**src/rtl/core/lgg_pkg.sv**
```systemverilog
`default_nettype none
package lgg_pkg;

   // fixed field widths
   localparam int CFG_DIM_W   = 7;
   localparam int GEN_W       = 16;
   localparam int COORD_W     = 16;
   localparam int MODE_W      = 2;
   localparam int ROW_IDX_W   = 6;
   localparam int ROW_CELLS_W = 64;
   localparam int ROW_LIMIT   = 1 << ROW_IDX_W;
   localparam int CSR_ADDR_W  = 4;
   localparam int CSR_DATA_W  = 32;
   localparam int REQ_DATA_W  = 2 * COORD_W;
   localparam int RSP_DATA_W  = 72;

   // command codes carried in req_tuser
   localparam logic [MODE_W-1:0] MODE_CLEAR = 2'd0;
   localparam logic [MODE_W-1:0] MODE_PLACE = 2'd1;
   localparam logic [MODE_W-1:0] MODE_RUN   = 2'd2;
   localparam logic [MODE_W-1:0] MODE_NOP   = 2'd3;

   // csr register indexes, byte address is index times four
   localparam logic [1:0] REG_WIDTH  = 2'd0;
   localparam logic [1:0] REG_HEIGHT = 2'd1;
   localparam logic [1:0] REG_GENS   = 2'd2;

   // controller to datapath
   typedef struct packed {
      logic clear_grid;
      logic place_load;
      logic place_write;
      logic run_start;
      logic gen_step;
      logic rpt_read;
      logic rpt_load;
   } cmd_type;

   // datapath to controller
   typedef struct packed {
      logic place_ok;
      logic gens_zero;
      logic rpt_last;
      logic out_free;
   } sts_type;

endpackage
`default_nettype wire

```
**src/rtl/core/lgg_csr.sv**
```systemverilog
`default_nettype none
module lgg_csr #(
   parameter int MAX_COLS = 64,
   parameter int DEPTH    = 64
) (
   input  wire logic                               clock,
   input  wire logic                               reset,
   input  wire logic                               csr_psel,
   input  wire logic                               csr_penable,
   input  wire logic                               csr_pwrite,
   input  wire logic [lgg_pkg::CSR_ADDR_W-1:0]     csr_paddr,
   input  wire logic [lgg_pkg::CSR_DATA_W-1:0]     csr_pwdata,
   output logic      [lgg_pkg::CSR_DATA_W-1:0]     csr_prdata,
   output logic                                    csr_pready,
   output logic      [lgg_pkg::CFG_DIM_W-1:0]      cols_used,
   output logic      [lgg_pkg::CFG_DIM_W-1:0]      rows_used,
   output logic      [lgg_pkg::GEN_W-1:0]          gens
);
   import lgg_pkg::*;

   logic [CFG_DIM_W-1:0] width_ff, width_in;
   logic [CFG_DIM_W-1:0] height_ff, height_in;
   logic [GEN_W-1:0]     gens_ff, gens_in;
   logic                 wr_en;
   logic [1:0]           reg_idx;

   assign csr_pready = 1'b1;
   assign wr_en      = csr_psel & csr_penable & csr_pwrite & csr_pready;
   assign reg_idx    = csr_paddr[3:2];

   always_comb begin
      width_in  = width_ff;
      height_in = height_ff;
      gens_in   = gens_ff;
      if (wr_en) begin
         unique case (reg_idx)
            REG_WIDTH:  width_in  = csr_pwdata[CFG_DIM_W-1:0];
            REG_HEIGHT: height_in = csr_pwdata[CFG_DIM_W-1:0];
            REG_GENS:   gens_in   = csr_pwdata[GEN_W-1:0];
            default: ;
         endcase
      end
   end

   always_ff @(posedge clock) begin
      if (reset) begin
         width_ff  <= CFG_DIM_W'(64);
         height_ff <= CFG_DIM_W'(64);
         gens_ff   <= GEN_W'(1);
      end else begin
         width_ff  <= width_in;
         height_ff <= height_in;
         gens_ff   <= gens_in;
      end
   end

   always_comb begin
      unique case (reg_idx)
         REG_WIDTH:  csr_prdata = CSR_DATA_W'(width_ff);
         REG_HEIGHT: csr_prdata = CSR_DATA_W'(height_ff);
         REG_GENS:   csr_prdata = CSR_DATA_W'(gens_ff);
         default:    csr_prdata = '0;
      endcase
   end

   // clamp to what the storage holds, zero counts as one
   always_comb begin
      if (width_ff == '0)
         cols_used = CFG_DIM_W'(1);
      else if (width_ff > CFG_DIM_W'(MAX_COLS))
         cols_used = CFG_DIM_W'(MAX_COLS);
      else
         cols_used = width_ff;
      if (height_ff == '0)
         rows_used = CFG_DIM_W'(1);
      else if (height_ff > CFG_DIM_W'(DEPTH))
         rows_used = CFG_DIM_W'(DEPTH);
      else
         rows_used = height_ff;
   end

   assign gens = gens_ff;

endmodule
`default_nettype wire

```
**config.mk**
```make
export PLATFORM = sky130hd
export DESIGN_NAME = lgg_csr
export DESIGN_NICKNAME = d
export VERILOG_FILES = /design/src/rtl/core/lgg_pkg.sv /design/src/rtl/core/lgg_csr.sv
export SDC_FILE = /design/constraint.sdc
export NUM_CORES = 1
export LEC_CHECK = 0
export BUFFER_PORTS_ARGS = -buffer_cell sky130_fd_sc_hd__buf_4
export CORE_MARGIN = 2
export CORE_UTILIZATION = 43
export CTS_CLUSTER_SIZE = 12
export DETAILED_ROUTE_END_ITERATION = 7
export PLACE_DENSITY = 0.79
export SLEW_MARGIN = 20
export SYNTH_ARGS = -nofsm -noshare
export SYNTH_HDL_FRONTEND = slang
export SYNTH_SLANG_ARGS = --single-unit
```
**constraint.sdc**
```tcl
create_clock -name clock -period 1.8 [get_ports clock]
set_clock_uncertainty 0.2 [all_clocks]
set_input_delay 0.36 -clock clock [delete_from_list [all_inputs] [get_ports clock]]
set_output_delay 0.36 -clock clock [all_outputs]
set_load 0.02 [all_outputs]
```
* Word-level counts from Yosys, hierarchy flattened
Index checks and enable logic that the tools add are counted.
W data, S select, Z words.
** Storage, ports and cells
- Output and inout bits :: 63
- Input bits :: 41
- Logic and storage cells :: 20
- Register bits after elaboration :: 30
** Operators by class
- Reductions and logical operators :: 6
- Eq/ne operators :: 2
- Mux-type cells :: 5
- Bitwise logic cells :: 2
- Magnitude comparators :: 2
** Operators by type and width (count)
- $pmux W16 S3 :: 1
- $mux W7 :: 4
- $gt A7 B7 Y1 const B :: 2
- $logic_not A7 Y1 :: 2
- $reduce_and A2 Y1 :: 3
- $and A1 B1 Y1 :: 2
- $eq A2 B1 Y1 const B :: 1
- $eq A2 B2 Y1 const B :: 1
- $logic_not A2 Y1 :: 1

* Longest topological paths before layout
- Depth after elaboration :: 3
- Depth in mapped cells :: 5
- Depth with buffers taken out :: 3

* Worst setup path after synthesis
Ideal clock, no wire load.
- Path kind :: input port to output port
- Start point :: in csr_paddr[3] (netlist name)
- End point :: out csr_prdata[1] (netlist name)
- Stages on the path :: 5
- Required time :: 1240 ps
- Path slack :: 10 ps
- Buffers on the path :: 2
- Arrival :: 1230 ps
- Path through :: nor2b_1 > clkbuf_1 > clkbuf_1 > nand2_1 > o21ai_0
** Between the ends
- Cells in the longest elaborated chain, start to end :: 2
- Elaborated cells on any way between the ends :: 4
- Those cells by class :: eq/ne (2); mux (1); reduce/logical (1)
** Ends and longest elaborated chain
- start: declaration :: RTL line lgg_csr.sv:11 : input wire logic [lgg_pkg::CSR_ADDR_W-1:0] csr_paddr,
- $eq A2 B2 Y1, or another cell as far along :: RTL line lgg_csr.sv:58 : unique case (reg_idx)
- $pmux W16 S3 * :: RTL line lgg_csr.sv:58
- end: declaration :: RTL line lgg_csr.sv:13 : output logic [lgg_pkg::CSR_DATA_W-1:0] csr_prdata,
Every way passes the cells marked *; elsewhere a longest branch is shown, timed or not.

* Worst setup path after layout
- Start point :: in csr_paddr[2] (netlist name)
- End point :: out csr_prdata[6] (netlist name)
The elaborated chain is that of the path after synthesis.

==> impl_metrics.env <==
export IMPL_status="completed"
export IMPL_io_buffers=68
export IMPL_drc_errors=0
export IMPL_worstPathRequired_ns=1.24
export IMPL_first_global_vias=1323
export IMPL_h_tree_depth=2
export IMPL_leakage_nw=1.097
export IMPL_finalCritPeriodShare_pct=96.15
export IMPL_critPathCaptureType="output pin"
export IMPL_ant_nets=0
export IMPL_vdd_drop_max_mv=0.4818
export IMPL_grt_setup_unrepaired="yes"
export IMPL_yosysTopAreaCellShare_pct=34.33
export IMPL_diodes=0
export IMPL_cts_clk_slew_worst_paths_ns=0.06
export IMPL_synth_area_leaders="dfxtp_1, mux2i_1, nand2b_1, buf_4, nor2b_1"
export IMPL_hold_path_startpoint="csr_pwdata[14]"
export IMPL_syn_area_um2=1749
export IMPL_clock_sinks=30
export IMPL_period_needed_ns=1.731
export IMPL_synth_cell_types=22
export IMPL_hold_violations=0
export IMPL_cp_data_arrival_time_ns=1.17
export IMPL_powerDensity_nw_per_um2=616.0
export IMPL_avgRoutedWirePerCell_um=12.84
export IMPL_layout_common_cells="buf_4, nand2b_1, mux2i_1"
export IMPL_cts_hold_buf=0
export IMPL_synthToLayoutAreaGrowth_pct=35.26
export IMPL_cp_max_fo=9
export IMPL_fmax_ghz=0.5778
export IMPL_rr_startpoint="height_ff[6]"
export IMPL_post_cts_buffers=0
export IMPL_avgSynthCellArea_um2=8.879
export IMPL_ys_warnings_count=0
export IMPL_vias_per_cell=4.810
export IMPL_via_count=1515
export IMPL_first_iter_violations=68
export IMPL_whs_ns=0.1402
export IMPL_startpoint="csr_paddr[2]"
export IMPL_layout_commonest_cell="buf_4"
export IMPL_wirelength_mm=4.044
export IMPL_path_class="input pin to output pin"
export IMPL_clk_latency_ns=0.28
export IMPL_initial_utilization_pct=44.05
export IMPL_die_area_um2=4594
export IMPL_grt_pass1_wl_mm=6.265
export IMPL_synth_top_area_cell="dfxtp_1"
export IMPL_gp_congestion=0.7726
export IMPL_rows=23
export IMPL_critPathLaunchType="input pin"
export IMPL_grt_use_total_pct=18.47
export IMPL_dieHeight_um=67.78
export IMPL_instances_no_fill=315
export IMPL_io_pins=104
export IMPL_netlist_instances=197
export IMPL_synth_seq_cells=30
export IMPL_overflow=0
export IMPL_die_w_um=67.78
export IMPL_clock_path_buffers=2
export IMPL_dp_hpwl_mm=3.017
export IMPL_grt_antenna_before_repair=0
export IMPL_grt_max_degree=49
export IMPL_dr_pass1_iters=4
export IMPL_report_final_slew_viol_count=0
export IMPL_maxCapViolCount=0
export IMPL_core_area_um2=3971
export IMPL_cts_root_buf="clkbuf_8"
export IMPL_cts_tree="done"
export IMPL_finalSetupViolations=0
export IMPL_final_nets=305
export IMPL_dp_cells=307
export IMPL_numCtsBuffers=5
export IMPL_ys_seq_area_share_pct=34.33
export IMPL_layout_drive_gt1_share_pct=34.72
export IMPL_hold_path_class="input pin to flop"
state kept, by name, indices dropped and copies added, names as in the netlist:
name       count
height_ff      7
gens          16
width_ff       7
logic make-up after synthesis:
kind of cell | after synthesis | share of synthesized area, %
buf+inv | 31 | 11.09
mux | 37 | 21.17
other cells | 2 | 0.4293
flops | 30 | 34.33
simple gates | 88 | 30.40
compound gates | 9 | 2.575
cell type report:
type,instances,area (um2)
Fill cell,380,1605
Timing Repair Buffer,76,586.8
Tap cell,50,62.56
Clock buffer,7,86.33
Sequential cell,30,606.8
Multi-Input combinational cell,151,1018
Clock inverter,1,5.005
synth_stat cells:
| master | n |
|---|---|
| and2_1 | 9 |
| nor3b_1 | 1 |
| or3b_1 | 1 |
| mux2i_1 | 37 |
| or3_1 | 1 |
| nor3_2 | 1 |
| conb_1 | 2 |
| nand4_2 | 1 |
| buf_2 | 2 |
| nor2b_1 | 11 |
| buf_4 | 18 |
| nand3_2 | 1 |
| dfxtp_1 | 30 |
| nor2_1 | 9 |
| nand2b_1 | 43 |
| clkbuf_1 | 10 |
| o21ai_0 | 7 |
| nor3b_2 | 1 |
| nand2_1 | 7 |
| nor3_1 | 2 |
| a21oi_1 | 2 |
| buf_6 | 1 |
through the flow:
stage               utilization (%)  power [mW]  setup WS (ns)  setup TNS [ns]  area, um2
floorplan                         -      0.8443        0.01005               0       1805
global placement              56.84      0.8910        0.05478               0       2257
detailed placement            56.84      0.8942        0.03975               0       2257
CTS                           59.17       1.462        0.01298               0       2350
global route                  59.58       1.514       -0.03503        -0.03503       2366
finish                        59.58       1.457        0.06937               0       2366
power breakdown:
part | switching (mW) | internal [mW]
logic | 0.110 | 0.0900
clock network | 0.270 | 0.308
registers | 0.00827 | 0.671
total | 0.388 | 1.07
critical path, cell delays in order:
cell     delay [ns]
buf_4          0.15
buf_4          0.17
mux2i_1        0.11
o21ai_0        0.19
buf_4          0.18
per-layer routing:
metal	track usage [%]	vias up	wire length, um	part of all wire [%]
met4	6.250	0	38	0.94
met3	6.667	4	307	7.6
met2	29.04	58	1936	48
li1	-	737	-	-
met1	23.35	716	1762	44
met5	0	-	0	0
final timing paths:
path              slack [ns]             to  depth (start not counted)
setup reg to reg        0.85   height_ff[6]                          3
hold / removal          0.14       gens[14]                          3
setup / recovery        0.07  csr_prdata[6]                          5
hold reg to reg         0.29       gens[14]                          2
what timing repair did:
item / in CTS / in global routing
pin swaps: 0 / 2
setup endpoints to repair: 1 / 7
endpoints found under the hold margin: 0 / 0
gates resized for setup: 1 / 7
(Power assumes the default switching activity.)
