$ cat config.mk
export PLATFORM = sky130hd
export DESIGN_NAME = lgg_ctrl
export DESIGN_NICKNAME = d
export VERILOG_FILES = /design/src/rtl/core/lgg_pkg.sv /design/src/rtl/core/lgg_ctrl.sv
export SDC_FILE = /design/constraint.sdc
export NUM_CORES = 1
export LEC_CHECK = 0
export BUFFER_PORTS_ARGS = -buffer_cell sky130_fd_sc_hd__buf_2
export CORE_AREA = 3 3 40 42
export CTS_BUF_LIST = sky130_fd_sc_hd__clkbuf_8
export DETAILED_ROUTE_END_ITERATION = 7
export DIE_AREA = 0 0 43 45
export PLACE_DENSITY_LB_ADDON = 0.12
export SETUP_SLACK_MARGIN = 0.2
export SYNTH_ARGS = -nofsm -noshare
export SYNTH_HDL_FRONTEND = slang
export SYNTH_SLANG_ARGS = --single-unit
$ cat constraint.sdc
create_clock -name clock -period 2.4 [get_ports clock]
set_input_delay 0.24 -clock clock [delete_from_list [all_inputs] [get_ports clock]]
set_output_delay 0.24 -clock clock [all_outputs]
set_load 0.01 [all_outputs]
$ cat src/rtl/core/lgg_pkg.sv
`default_nettype none
package lgg_pkg;

   // fixed field widths
   localparam int CFG_DIM_W   = 7;
   localparam int GEN_W       = 16;
   localparam int COORD_W     = 16;
   localparam int MODE_W      = 2;
   localparam int ROW_IDX_W   = 6;
   localparam int ROW_CELLS_W = 64;
   localparam int ROW_LIMIT   = 1 << ROW_IDX_W;
   localparam int CSR_ADDR_W  = 4;
   localparam int CSR_DATA_W  = 32;
   localparam int REQ_DATA_W  = 2 * COORD_W;
   localparam int RSP_DATA_W  = 72;

   // command codes carried in req_tuser
   localparam logic [MODE_W-1:0] MODE_CLEAR = 2'd0;
   localparam logic [MODE_W-1:0] MODE_PLACE = 2'd1;
   localparam logic [MODE_W-1:0] MODE_RUN   = 2'd2;
   localparam logic [MODE_W-1:0] MODE_NOP   = 2'd3;

   // csr register indexes, byte address is index times four
   localparam logic [1:0] REG_WIDTH  = 2'd0;
   localparam logic [1:0] REG_HEIGHT = 2'd1;
   localparam logic [1:0] REG_GENS   = 2'd2;

   // controller to datapath
   typedef struct packed {
      logic clear_grid;
      logic place_load;
      logic place_write;
      logic run_start;
      logic gen_step;
      logic rpt_read;
      logic rpt_load;
   } cmd_type;

   // datapath to controller
   typedef struct packed {
      logic place_ok;
      logic gens_zero;
      logic rpt_last;
      logic out_free;
   } sts_type;

endpackage
`default_nettype wire

$ cat src/rtl/core/lgg_ctrl.sv
`default_nettype none
module lgg_ctrl (
   input  wire logic                        clock,
   input  wire logic                        reset,
   input  wire logic                        req_valid,
   input  wire logic [lgg_pkg::MODE_W-1:0]  req_mode,
   output logic                             req_ready,
   input  wire lgg_pkg::sts_type            sts,
   output lgg_pkg::cmd_type                 cmd
);
   import lgg_pkg::*;

   localparam logic [2:0] S_IDLE   = 3'd0;
   localparam logic [2:0] S_PLACE  = 3'd1;
   localparam logic [2:0] S_GEN    = 3'd2;
   localparam logic [2:0] S_RPT_RD = 3'd3;
   localparam logic [2:0] S_RPT_LD = 3'd4;

   logic [2:0] state_ff, state_in;

   assign req_ready = (state_ff == S_IDLE);

   always_comb begin
      state_in = state_ff;
      cmd      = '0;
      unique case (state_ff)
         S_IDLE: begin
            if (req_valid) begin
               unique case (req_mode)
                  MODE_CLEAR: cmd.clear_grid = 1'b1;
                  MODE_PLACE: begin
                     if (sts.place_ok) begin
                        cmd.place_load = 1'b1;
                        state_in       = S_PLACE;
                     end
                  end
                  MODE_RUN: begin
                     cmd.run_start = 1'b1;
                     state_in      = S_GEN;
                  end
                  default: ;
               endcase
            end
         end
         S_PLACE: begin
            cmd.place_write = 1'b1;
            state_in        = S_IDLE;
         end
         S_GEN: begin
            if (sts.gens_zero)
               state_in = S_RPT_RD;
            else
               cmd.gen_step = 1'b1;
         end
         S_RPT_RD: begin
            cmd.rpt_read = 1'b1;
            state_in     = S_RPT_LD;
         end
         S_RPT_LD: begin
            if (sts.out_free) begin
               cmd.rpt_load = 1'b1;
               state_in     = sts.rpt_last ? S_IDLE : S_RPT_RD;
            end
         end
         default: state_in = S_IDLE;
      endcase
   end

   always_ff @(posedge clock) begin
      if (reset)
         state_ff <= S_IDLE;
      else
         state_ff <= state_in;
   end

endmodule
`default_nettype wire

======== Word-level counts from Yosys, hierarchy flattened ========
Cells that the tools add are included.
Widths: inputs -> output; s select.
storage, ports and cells
  bits in registers ....................... 3
  input port bits ......................... 9
  output and inout port bits .............. 8
  logic and storage cells ................. 36
cells by class
  eq/ne operators ......................... 11
  mux-type cells .......................... 21
  reduce and logical (&&, ||, !) cells .... 3
operator list
  kind                number
  $mux 1              12
  $mux 3              4
  $pmux 3 s4          1
  $eq 3x2->1 const B  2
  $mux 2              3
  $ne 2x2->1 const B  3
  $pmux 3 s2          1
  $reduce_and 5->1    1
  $eq 3x1->1 const B  1
  $eq 3x3->1 const B  1
  $logic_not 3->1     1
  $ne 3x1->1 const B  1
  $ne 3x3->1 const B  1
  $eq 2x1->1 const B  1
  $eq 2x2->1 const B  1
  $logic_not 2->1     1

======== Longest topological paths before layout ========
Gate-level depths: netlist of the first run.
  depth in word-level cells ............... 4
  gate-level depth with buffers ........... 3
  mapped depth without buffers ............ 3

======== Least setup slack after synthesis of the first run ========
No wires, ideal clock.
  path kind ............................... register -> output
  from .................................... register state_ff[0]
  to ...................................... output port cmd[3] (netlist name)
  arrival ................................. 1081 ps
  required time ........................... 2160 ps
  slack ................................... 1079 ps
  stages on the path, launching flop included .. 4
  buffers on the path ..................... 0
  cells stage by stage .................... dfxtp_1 -> nor3_1 -> nand2_1 -> nor2_1
RTL lines
  item                    line            RTL
  from (decl)             lgg_ctrl.sv:19  logic [2:0] state_ff, state_in;
  from (signal assigned)  lgg_ctrl.sv:73  state_ff <= state_in;
  to (decl)               lgg_ctrl.sv:9   output lgg_pkg::cmd_type cmd

==> flow_summary.yaml, run 1 <==
outcome:
  status: "finished clean"
floorplan:
  fp.dieW_um: 43
  initial_utilization: 0.176
  dieArea_um2: 1940
  rows: 13
  core_area_um2: 1280
  io_pins: 17
  fp.dieH_um: 45
finish:
  largest_register_ffs: 3
  fillCellCount: 161
  largest-register: "state_ff"
  drive_above_1_share: 0.543
  insertedDiodeCount: 0
  stdcell_count: 61
  largestRegisters: "state_ff (3)"
  fin_util: 0.288
  regArea_um2: 60.1
  nNetsFinal: 56
  area.growth.synth_to_final_pct: 63.5
  multi_input_area_um2: 166
synth:
  synth_common_cells: "nor2_1 (4), dfxtp_1 (3)"
  yosysUniqueCellTypes: 17
  yosysWarnings: 0
  syn_avg_cell_area_um2: 8.71
  synth_fp_nets: 35
  ys_seq_area_frac: 0.265
  synth_top_area_frac: 0.265
  synthFlopType: "dfxtp_1"
  synthTopCellsByArea: "dfxtp_1 (27%), nor2_1 (6.6%), nor4b_2 (6.6%), a22oi_2 (5.5%), and2_1 (5.5%)"
  postSynthCellCount: 26
  synth_edf_count: 0
  async_reset_ff_frac: 0
  synth-seq-cells: 3
  yosysMostFrequentCell: "nor2_1"
  synth_top_area_cell: "dfxtp_1"
  syn_area_um2: 226
min_path:
  hold_class: "in2reg"
  hold_start: "reset"
  whs_path_depth: 2
  worstHoldEndpoint: "state_ff[2]$_SDFFE_PP0P_"
global_route:
  grt.overflow.total: 0
  grt_pass1_wl_um: 910
  grt_max_degree: 9
  grtUsageTotal: 0.0623
  grt_pass1_vias: 241
  antenna_found_initial: 0
clock_tree:
  clock_path_buffers: 2
  clk_latency_ns: 0.21
  post_cts_resized: 0
  cts_tree: "done"
  cts_hold_buffers: 0
  cts.sinks: 3
  clockRootBuffer: "clkbuf_8"
  numCtsBuffers: 3
  cts-htree-levels: 1
  cts.clk_slew.worst_paths_ns: 0.03
  cts_setup_buffers: 0
drt:
  wirelength_um: 617
  drtIter0Drc: 1
  ant_nets: 0
  wl_per_cell_um: 10.1
  drc: 0
  drt_pass1_iterations: 2
  vias: 264
  vias_per_cell: 4.33
timing:
  slew_violations: 0
  final-setup-viol-count: 0
  max-slew-margin-rel: 0.821
  clock.fmax_mhz: 689
  min_period_ns: 1.45
  layout_worst_path_cycle_share: 0.604
  hold_violations: 0
  worst-slew-pin-transition_ns: 0.269
  rsz0062_at_grt: "no"
  whs_ns: 0.343
  post-route-worst-setup-slack_ns: 0.949
  skew_ns: 0.00178
  finalSetupTns_ns: 0
placed_design:
  finalWeightedCongestion: 0.655
  place_hpwl_um: 516
  numPlacedInstances: 57
  dp_slack_ns: 1.15
  port-buffer-count: 16
setup_path:
  reg2reg_from: "state_ff[1]$_SDFFE_PP0P_"
  r2r_end: "state_ff[1]$_SDFFE_PP0P_"
  start_kind: "register"
  r2r_slack_ns: 1.21
  cp.arrival_ns: 1.21
  crit_path_end_kind: "output port"
  crit_type: "reg2out"
  worst-r2r-cell-count: 3
  crit_required_ns: 2.16
  crit_fanout: 8
pwr:
  p_leak_nw: 0.176
  powerDensity_nw_per_um2: 621
  irDropWorstVdd_mv: 0.158
run:
  cap_violations: 0
power breakdown:
part           switching (W)  internal (W)
clock network      0.0000288      0.000108
logic              0.0000175     0.0000186
registers         0.00000401     0.0000525
total              0.0000503      0.000180
metrics by stage:
| step | total power, W | instance area [um2] |
|---|---|---|
| finish | 0.000230 | 370 |
| CTS | 0.000235 | 370 |
| global placement | 0.0000929 | 325 |
| detailed placement | 0.0000938 | 325 |
| floorplan | 0.0000764 | 226 |
| global route | 0.000244 | 370 |
how the worst max path moves through the flow:
stage	start	endpoint	slack [ns]	depth (start not counted)
2_1_floorplan	state_ff[0]$_SDFFE_PP0P_	cmd[3]	1.08	3
3_3_place_gp	state_ff[0]$_SDFFE_PP0P_	cmd[6]	1.15	4
3_5_place_dp	state_ff[0]$_SDFFE_PP0P_	cmd[3]	1.15	4
4_1_cts	state_ff[0]$_SDFFE_PP0P_	cmd[3]	0.93	4
5_1_grt	state_ff[0]$_SDFFE_PP0P_	cmd[6]	0.85	4
6_report	state_ff[0]$_SDFFE_PP0P_	cmd[3]	0.95	4
logic make-up (layout without fill, tap and decap cells):
kind of cell	Yosys count	after routing	share of synthesized area
mux	1	1	0.0497
buf+inv	0	20	0
flops	3	3	0.265
compound gates	4	4	0.149
simple gates	18	18	0.536
worst max-delay path, cell delays in order (launching register included):
cell     delay, ns
dfxtp_1       0.37
nor3_1        0.25
nand2_1       0.13
nor2_1        0.12
buf_2         0.13
placed cells by master (no fill, tap or decap), types with 2 or more instances in the layout:
cell / instances
nand2b_1: 2
nor3_1: 2
nor2_1: 4
nand2_1: 2
and2_1: 2
buf_2: 16
clkbuf_8: 3
dfxtp_1: 3
area by class of cell:
class                           instances  share of cell area
Clock buffer                            3               0.111
Clock inverter                          1              0.0101
Multi-Input combinational cell         23               0.449
Tap cell                               15              0.0507
Sequential cell                         3               0.162
Timing Repair Buffer                   16               0.216
layer usage:
metal,wire [um],part of all wire,global-route usage,up-vias
met1,286,0.46,0.0791,115
met4,0,0,0.0361,0
li1,-,-,-,135
met2,256,0.41,0.0958,14
met3,74,0.12,0.0159,0
met5,0,0,0,-
Power figures use the tool's default switching activity.
==> run 2: changes to the inputs <==
Clock period 2.4 ns to 1.5 ns, I/O delays scaled along.
==> flow_summary.yaml, run 2 (same netlist as run 1, synthesis figures left out) <==
timing:
  skew_ns: 0.000918
  layout_worst_path_cycle_share: 0.840
  worst-slew-pin-transition_ns: 0.248
  final-setup-viol-count: 0
  min_period_ns: 1.26
  finalSetupTns_ns: 0
  max-slew-margin-rel: 0.832
  post-route-worst-setup-slack_ns: 0.241
  rsz0062_at_grt: "yes"
  clock.fmax_mhz: 794
  hold_violations: 0
  slew_violations: 0
setup_path:
  r2r_slack_ns: 0.40
  crit_type: "reg2out"
  crit_required_ns: 1.35
  critical_path.cell_chain: "nor3_4 -> nand2_2 -> nor3_2 -> buf_2"
  r2r_end: "state_ff[1]$_SDFFE_PP0P_"
  crit_path_end_kind: "output port"
  worst-r2r-cell-count: 3
  max_stage_delay_ns: 0.36
  reg2reg_from: "state_ff[1]$_SDFFE_PP0P_"
  slowest_stage: "dfxtp_4"
  start_kind: "register"
  crit_fanout: 6
  cp.arrival_ns: 1.11
drt:
  ant_nets: 0
  wl_per_cell_um: 9.89
  drt_pass1_iterations: 1
  vias: 280
  wirelength_um: 623
  vias_per_cell: 4.44
  drtIter0Drc: 0
  drc: 0
placed_design:
  finalWeightedCongestion: 0.673
  place_hpwl_um: 513
  port-buffer-count: 16
  dp_slack_ns: 0.326
global_route:
  grt_pass1_vias: 275
  grt_pass1_wl_um: 1090
  grtUsageTotal: 0.0825
  grt_max_degree: 9
  grt.overflow.total: 0
  antenna_found_initial: 0
outcome:
  status: "finished clean"
finish:
  final_common_cell: "buf_2"
  fillCellCount: 142
  largestRegisters: "state_ff (3)"
  drive_above_1_share: 0.688
  area.growth.synth_to_final_pct: 81.2
  nNetsFinal: 58
  layout_common_cells: "buf_2 (16), nor2_1 (3), clkbuf_8 (3)"
  largest_register_ffs: 3
  insertedDiodeCount: 0
  multi_input_area_um2: 183
  largest-register: "state_ff"
  regArea_um2: 68.8
clock_tree:
  cts.clk_slew.worst_paths_ns: 0.03
  cts-htree-levels: 1
  clock_path_buffers: 2
  cts_tree: "done"
  clk_latency_ns: 0.21
  clockRootBuffer: "clkbuf_8"
  numCtsBuffers: 3
  cts.sinks: 3
min_path:
  worstHoldEndpoint: "state_ff[2]$_SDFFE_PP0P_"
  hold_start: "reset"
  whs_path_depth: 2
  hold_class: "in2reg"
floorplan:
  core_area_um2: 1280
  rows: 13
  fp.dieH_um: 45
  fp.dieW_um: 43
  dieArea_um2: 1940
  initial_utilization: 0.176
  io_pins: 17
pwr:
  powerDensity_nw_per_um2: 929
  irDropWorstVdd_mv: 0.289
  p_leak_nw: 0.193
run:
  cap_violations: 0
run 2: changes by cell type in the layout (fill, tap and decap cells not counted), sizes merged:
cell / previous run / this run
buf: 16 / 18
run 2: cell type report:
| type | count | share of cell area |
|---|---|---|
| multi-input cells | 23 | 0.445 |
| repair buffers | 18 | 0.232 |
| flip-flops and latches | 3 | 0.168 |
| clock buffers | 3 | 0.101 |
| well taps | 15 | 0.0457 |
| clock inverters | 1 | 0.00915 |
run 2: metrics by stage:
stage	cell area, um2	instances	hold WS (ns)	utilization	power (W)
detailed placement	325	57	0.471	0.253	0.000150
floorplan	226	26	0.320	-	0.000122
global route	410	63	0.249	0.319	0.000413
CTS	390	61	0.237	0.304	0.000390
finish	410	63	0.238	0.319	0.000381
global placement	325	57	0.463	0.253	0.000149
run 2: power breakdown:
part | internal, W | switching (W)
clock | 0.000174 | 0.0000511
sequential | 0.0000830 | 0.00000718
combinational | 0.0000358 | 0.0000302
run 2: how the worst max path moves through the flow:
stage	from	endpoint	slack, ns	depth (start not counted)
after floorplan	state_ff[0]$_SDFFE_PP0P_	cmd[3]	0.27	3
after global placement	state_ff[0]$_SDFFE_PP0P_	cmd[6]	0.33	4
after CTS	state_ff[1]$_SDFFE_PP0P_	cmd[6]	0.22	4
final	state_ff[0]$_SDFFE_PP0P_	cmd[6]	0.24	4
after global routing	state_ff[0]$_SDFFE_PP0P_	cmd[6]	0.18	4
after detailed placement	state_ff[0]$_SDFFE_PP0P_	cmd[6]	0.33	4
run 2: timing repair:
action                                  4_1_cts  5_1_grt
endpoints found under the setup margin        3        3
hold buffers                                  0        0
pin swaps                                     2        3
gates resized for setup                       7        2
setup buffers                                 0        2
run 2: routing by layer:
layer,GRT usage,share of wire
met1,0.0942,0.42
met2,0.0988,0.45
met3,0.0359,0.12
met4,0.108,0
met5,0,0
run 2: critical path: cells and delay by family (launching register included):
family	cells	cell delay [ns]
buffers and inverters	1	0.14
DFF	1	0.36
and+or+nand+nor	3	0.39
